$ cat src/rtl/core/pfs_pkg.sv
// shared types, constants and tables of the planar fibre stress block
`default_nettype none
package pfs_pkg;

	localparam int ADDR_W = 5;
	localparam int U_W    = 36;
	localparam int T1_W   = 52;
	localparam int SQ_W   = 61;
	localparam int A_W    = 37;
	localparam int E_W    = 62;
	localparam int T2_W   = 62;

	localparam logic [30:0] LOG2E_Q30 = 31'd1549082005;
	localparam logic [29:0] LN2_Q30   = 30'd744261118;

	typedef enum logic [2:0] {
		REG_STIFFNESS = 3'd0,
		REG_EXPONENT  = 3'd1,
		REG_FIBER_XX  = 3'd2,
		REG_FIBER_XY  = 3'd3,
		REG_FIBER_YY  = 3'd4
	} reg_idx_t;

	typedef struct packed {
		logic        [31:0] stiffness_gain;
		logic        [31:0] exponent_gain;
		logic signed [31:0] fiber_xx;
		logic signed [31:0] fiber_xy;
		logic signed [31:0] fiber_yy;
	} cfg_t;

	typedef struct packed {
		logic signed [31:0] c_xx;
		logic signed [31:0] c_xy;
		logic signed [31:0] c_yx;
		logic signed [31:0] c_yy;
	} sample_t;

	typedef struct packed {
		logic signed [31:0] stress_xx;
		logic signed [31:0] stress_xy;
		logic signed [31:0] stress_yy;
		logic               saturated;
	} result_t;

	// sign of the invariant and k1 * |invariant|, carried beside the exponential
	typedef struct packed {
		logic            neg;
		logic [T1_W-1:0] t1;
	} side_t;

	// taylor coefficients of e^(z) in q30
	function automatic logic [31:0] taylor_coef(input logic [2:0] k);
		logic [31:0] c;
		case (k) inside
			3'd0, 3'd1: c = 32'd1073741824;
			3'd2:       c = 32'd536870912;
			3'd3:       c = 32'd178956971;
			3'd4:       c = 32'd44739243;
			3'd5:       c = 32'd8947849;
			3'd6:       c = 32'd1491308;
			default:    c = 32'd0;
		endcase
		return c;
	endfunction

	// 2^(i/4) in q1.30
	function automatic logic [30:0] pow2_quarter(input logic [1:0] i);
		logic [30:0] p;
		case (i)
			2'd0:    p = 31'd1073741824;
			2'd1:    p = 31'd1276901417;
			2'd2:    p = 31'd1518500250;
			default: p = 31'd1805811301;
		endcase
		return p;
	endfunction

endpackage
`default_nettype wire

$ cat src/rtl/core/pfs_apb.sv
// apb register file holding gains and fibre weights
`default_nettype none
module pfs_apb (
	input  logic                       clk,
	input  logic                       arst_n,
	input  logic                       psel,
	input  logic                       penable,
	input  logic                       pwrite,
	input  logic [pfs_pkg::ADDR_W-1:0] paddr,
	input  logic [31:0]                pwdata,
	output logic [31:0]                prdata,
	output logic                       pready,
	output pfs_pkg::cfg_t              cfg
);
	import pfs_pkg::*;

	cfg_t     cfg_q;
	reg_idx_t idx;

	assign idx    = reg_idx_t'(paddr[ADDR_W-1:2]);
	assign pready = 1'b1;
	assign cfg    = cfg_q;

	always_ff @(posedge clk or negedge arst_n) begin
		if (!arst_n) begin
			cfg_q.stiffness_gain <= 32'd65536;
			cfg_q.exponent_gain  <= 32'd16777216;
			cfg_q.fiber_xx       <= 32'sd1073741824;
			cfg_q.fiber_xy       <= 32'sd0;
			cfg_q.fiber_yy       <= 32'sd0;
		end else if (psel && penable && pwrite) begin
			unique case (idx)
				REG_STIFFNESS: cfg_q.stiffness_gain <= pwdata;
				REG_EXPONENT:  cfg_q.exponent_gain  <= pwdata;
				REG_FIBER_XX:  cfg_q.fiber_xx       <= pwdata;
				REG_FIBER_XY:  cfg_q.fiber_xy       <= pwdata;
				REG_FIBER_YY:  cfg_q.fiber_yy       <= pwdata;
				default: ;
			endcase
		end
	end

	always_comb begin
		unique case (idx)
			REG_STIFFNESS: prdata = cfg_q.stiffness_gain;
			REG_EXPONENT:  prdata = cfg_q.exponent_gain;
			REG_FIBER_XX:  prdata = cfg_q.fiber_xx;
			REG_FIBER_XY:  prdata = cfg_q.fiber_xy;
			REG_FIBER_YY:  prdata = cfg_q.fiber_yy;
			default:       prdata = 32'd0;
		endcase
	end
endmodule
`default_nettype wire

$ cat config.mk
export PLATFORM = sky130hd
export DESIGN_NAME = pfs_apb
export DESIGN_NICKNAME = d
export VERILOG_FILES = /design/src/rtl/core/pfs_pkg.sv /design/src/rtl/core/pfs_apb.sv
export SDC_FILE = /design/constraint.sdc
export NUM_CORES = 1
export LEC_CHECK = 0
export BUFFER_PORTS_ARGS = -buffer_cell sky130_fd_sc_hd__buf_4
export CAP_MARGIN = 0
export CORE_UTILIZATION = 30
export CTS_CLUSTER_DIAMETER = 200
export DETAILED_ROUTE_END_ITERATION = 8
export GPL_ROUTABILITY_DRIVEN = 0
export PLACE_DENSITY = 0.5
export SYNTH_ARGS = -nofsm -noshare
export SYNTH_HDL_FRONTEND = slang
export SYNTH_SLANG_ARGS = --single-unit
export TNS_END_PERCENT = 20
$ cat constraint.sdc
create_clock -name clk -period 5.6 [get_ports clk]
set_clock_uncertainty 0.15 [all_clocks]
set_input_delay 1.12 -clock clk [delete_from_list [all_inputs] [get_ports clk]]
set_output_delay 1.12 -clock clk [all_outputs]
set_load 0.005 [all_outputs]
==> impl_metrics.toml <==
[outcome]
status = "finished, final reports clean"

[job]
max_cap_viol_count = 0

[route]
drcViolationCount = 0
wire_per_inst_um = 23.1
ant_nets = 0
dr.first_iter.drc_count = 324
firstDrtPassIters = 4
dr_total_vias = 5404
viasPerCell = 5.10
wirelength_um = 24400

[power_and_ir_drop]
cellLeakagePower_nw = 4.80
swShare_pct = 26.8
ir_worst_vdd_mv = 0.175
clockPowerShare_pct = 34.1
seqPwrFrac_pct = 41.7
p_comb_share_pct = 24.1
power.internal_w = 0.00278
p_per_area_nw_per_um2 = 378
p_sw_w = 0.00102

[cells_and_area]
fin_util_pct = 42.4
largest_register_ffs = 160
drive_above_1_share_pct = 64.7
antenna_cells = 0
final_nets = 769
syn_to_final_growth_pct = 37.5

[global_route]
busiest_layer = "met2"
gr-total-overflow = 0
use_met2_pct = 32.5
first_global_vias = 5830
antenna_found_initial = 0
use_met1_pct = 25.0
globalRouteTotalUtil_pct = 20.0
grt_pass1_wl_um = 36300
grtUsageMet3_pct = 5.94
grt_max_degree = 73

[logic_synthesis]
synthDistinctLibCells = 25
synth_enable_flop_cells = 0
ys_top_cells_by_count = "mux2_2 (161), dfrtp_1 (157), a32oi_1 (32), o21ai_0 (32), a22oi_1 (31)"
postSynthAreaPerCell_sq_um = 14.5
synth_area_sq_um = 7310
synth_area_leaders = "dfrtp_1 (54%), mux2_2 (25%), mux2_4 (6.2%), a32oi_1 (3.8%), a22oi_1 (3.2%)"
yosys_warnings = 0
post-synth-top-area-cell = "dfrtp_1"
synth_top_area_share_pct = 53.8
async_flop_share_pct = 100
synthCells = 505
ys_ff_latch = 160
yosysMostFrequentCell = "mux2_2"
synthesis.nets = 547
seq_area_frac_synth_pct = 54.8
synthFlopType = "dfrtp_1"

[timing]
fin_crit_sh_pct = 80.9
hold-worst-slack_ps = 382
final_max_slew_viol_count = 0
setup_viol = 0
worst_slew_pin_slew_ps = 1140
rsz0062_at_grt = "no"
max_freq_mhz = 221
min_period_ps = 4530
slew_headroom_pct = 23.9
tns_ps = 0
hold_violations = 0

[die]
fp.dieH_um = 158
dieArea_sq_um = 25000
start_util_pct = 30.9
io_pins = 235
die_w_um = 158
core_area_sq_um = 23700
rows = 56

[worst_hold_path]
hp-start = "cfg[37]$_DFFE_PN0P_"
whs_endpoint = "cfg[37]$_DFFE_PN0P_"
holdPathStages = 1
hold_class = "reg2reg"

[worst_setup_path]
r2r_start = "cfg[147]$_DFFE_PN0P_"
critPathRequiredTime_ps = 4330
crit_arrival_ps = 3260
r2r_cells = 1
critical_path_class = "in2out"
r2r_slack_ps = 4640
timing.rr.end = "cfg[147]$_DFFE_PN0P_"
crit_fanout = 39
start_kind = "input pin"
worstSetupEndpointType = "output port"

[clock_tree]
clock-sinks = 160
hold_buffers = 0
tritoncts = "done"
cts_made_buffers = 17
clockBufferDepth = 2
clock_latency_ps = 420
root_buffer = "clkbuf_16"
clk_pin_slew_ps = 60
postCtsSetupBuffers = 0
h-tree-depth = 4
cts_resized = 0

[placed_design]
dp_hpwl_um = 15600
port_buffers = 231
[routing by layer]
| metal | wire [um] | share of wire (%) |
|---|---|---|
| met5 | 0 | 0 |
| met4 | 519 | 2.1 |
| met3 | 1830 | 7.5 |
| met2 | 11800 | 48 |
| met1 | 10300 | 42 |
[final cells by class]
| cell class | instances | area (sq um) |
|---|---|---|
| fillers | 2280 | 13600 |
| flip-flops and latches | 160 | 4010 |
| multi-input cells | 302 | 3120 |
| clock inverters | 12 | 205 |
| repair buffers | 245 | 1870 |
| inverters | 1 | 3.75 |
| clock buffers | 20 | 447 |
| well taps | 319 | 399 |
[per-stage QoR]
stage / power, W / instance area [sq um] / worst slack, ps / cells
CTS: 0.00384 / 10000 / 1060 / 1059
floorplan: 0.00192 / 7310 / 2080 / 505
finish: 0.00379 / 10000 / 1070 / 1059
global placement: 0.00251 / 9400 / 1030 / 1027
global route: 0.00398 / 10000 / 979 / 1059
detailed placement: 0.00253 / 9400 / 1050 / 1027
[critical path, stage by stage]
cell,delay [ps]
buf_4,510
nor2b_4,520
buf_4,460
a22oi_1,150
o21ai_0,290
buf_4,170
[cell usage in the layout (no fill, tap or decap)]
cell	n
dfrtp_1	157
buf_4	242
clkbuf_16	17
buf_6	1
dfstp_2	3
bufinv_16	5
nor3_4	1
nand3_1	1
mux2_2	161
clkinvlp_4	1
nand4b_4	1
mux2_1	1
clkinv_2	2
nand2_1	2
and2b_2	1
or3_2	1
conb_1	1
nor2_4	2
buf_12	2
a22oi_1	31
a2bb2oi_1	1
a32oi_1	32
clkbuf_8	1
o21ai_0	32
inv_8	1
nor3b_4	2
nor2b_4	2
clkinv_4	2
mux2_4	30
inv_1	1
clkbuf_1	2
inv_6	1
[cells by family (layout without fill, tap and decap cells)]
family                 after synthesis  in the layout  share of synthesized area, %
AO/OA/AOI/OAI                       96             96                          9.33
buffers and inverters               43            278                          3.22
flip-flops                         160            160                          54.8
multiplexers                       192            192                          31.1
other                                1              1                        0.0513
AND/OR/NAND/NOR                     13             13                          1.44
[power groups by stage]
stage / clock (W) / combinational [W] / sequential (W)
after detailed placement: 0 / 0.000929 / 0.00160
after global placement: 0 / 0.000918 / 0.00159
after global routing: 0.00137 / 0.000993 / 0.00162
after floorplan: 0 / 0.000350 / 0.00157
after CTS: 0.00133 / 0.000930 / 0.00158
final: 0.00130 / 0.000915 / 0.00158
[worst max path at each step]
stage	slack [ps]	start	cells past startpoint	endpoint
finish	1070	paddr[2]	6	prdata[25]
global route	980	paddr[2]	6	prdata[25]
CTS	1060	paddr[2]	6	prdata[27]
detailed placement	1050	paddr[2]	6	prdata[27]
global placement	1030	paddr[2]	6	prdata[25]
floorplan	2080	paddr[2]	5	prdata[10]
Note: power is estimated with default switching activity, not from simulation.
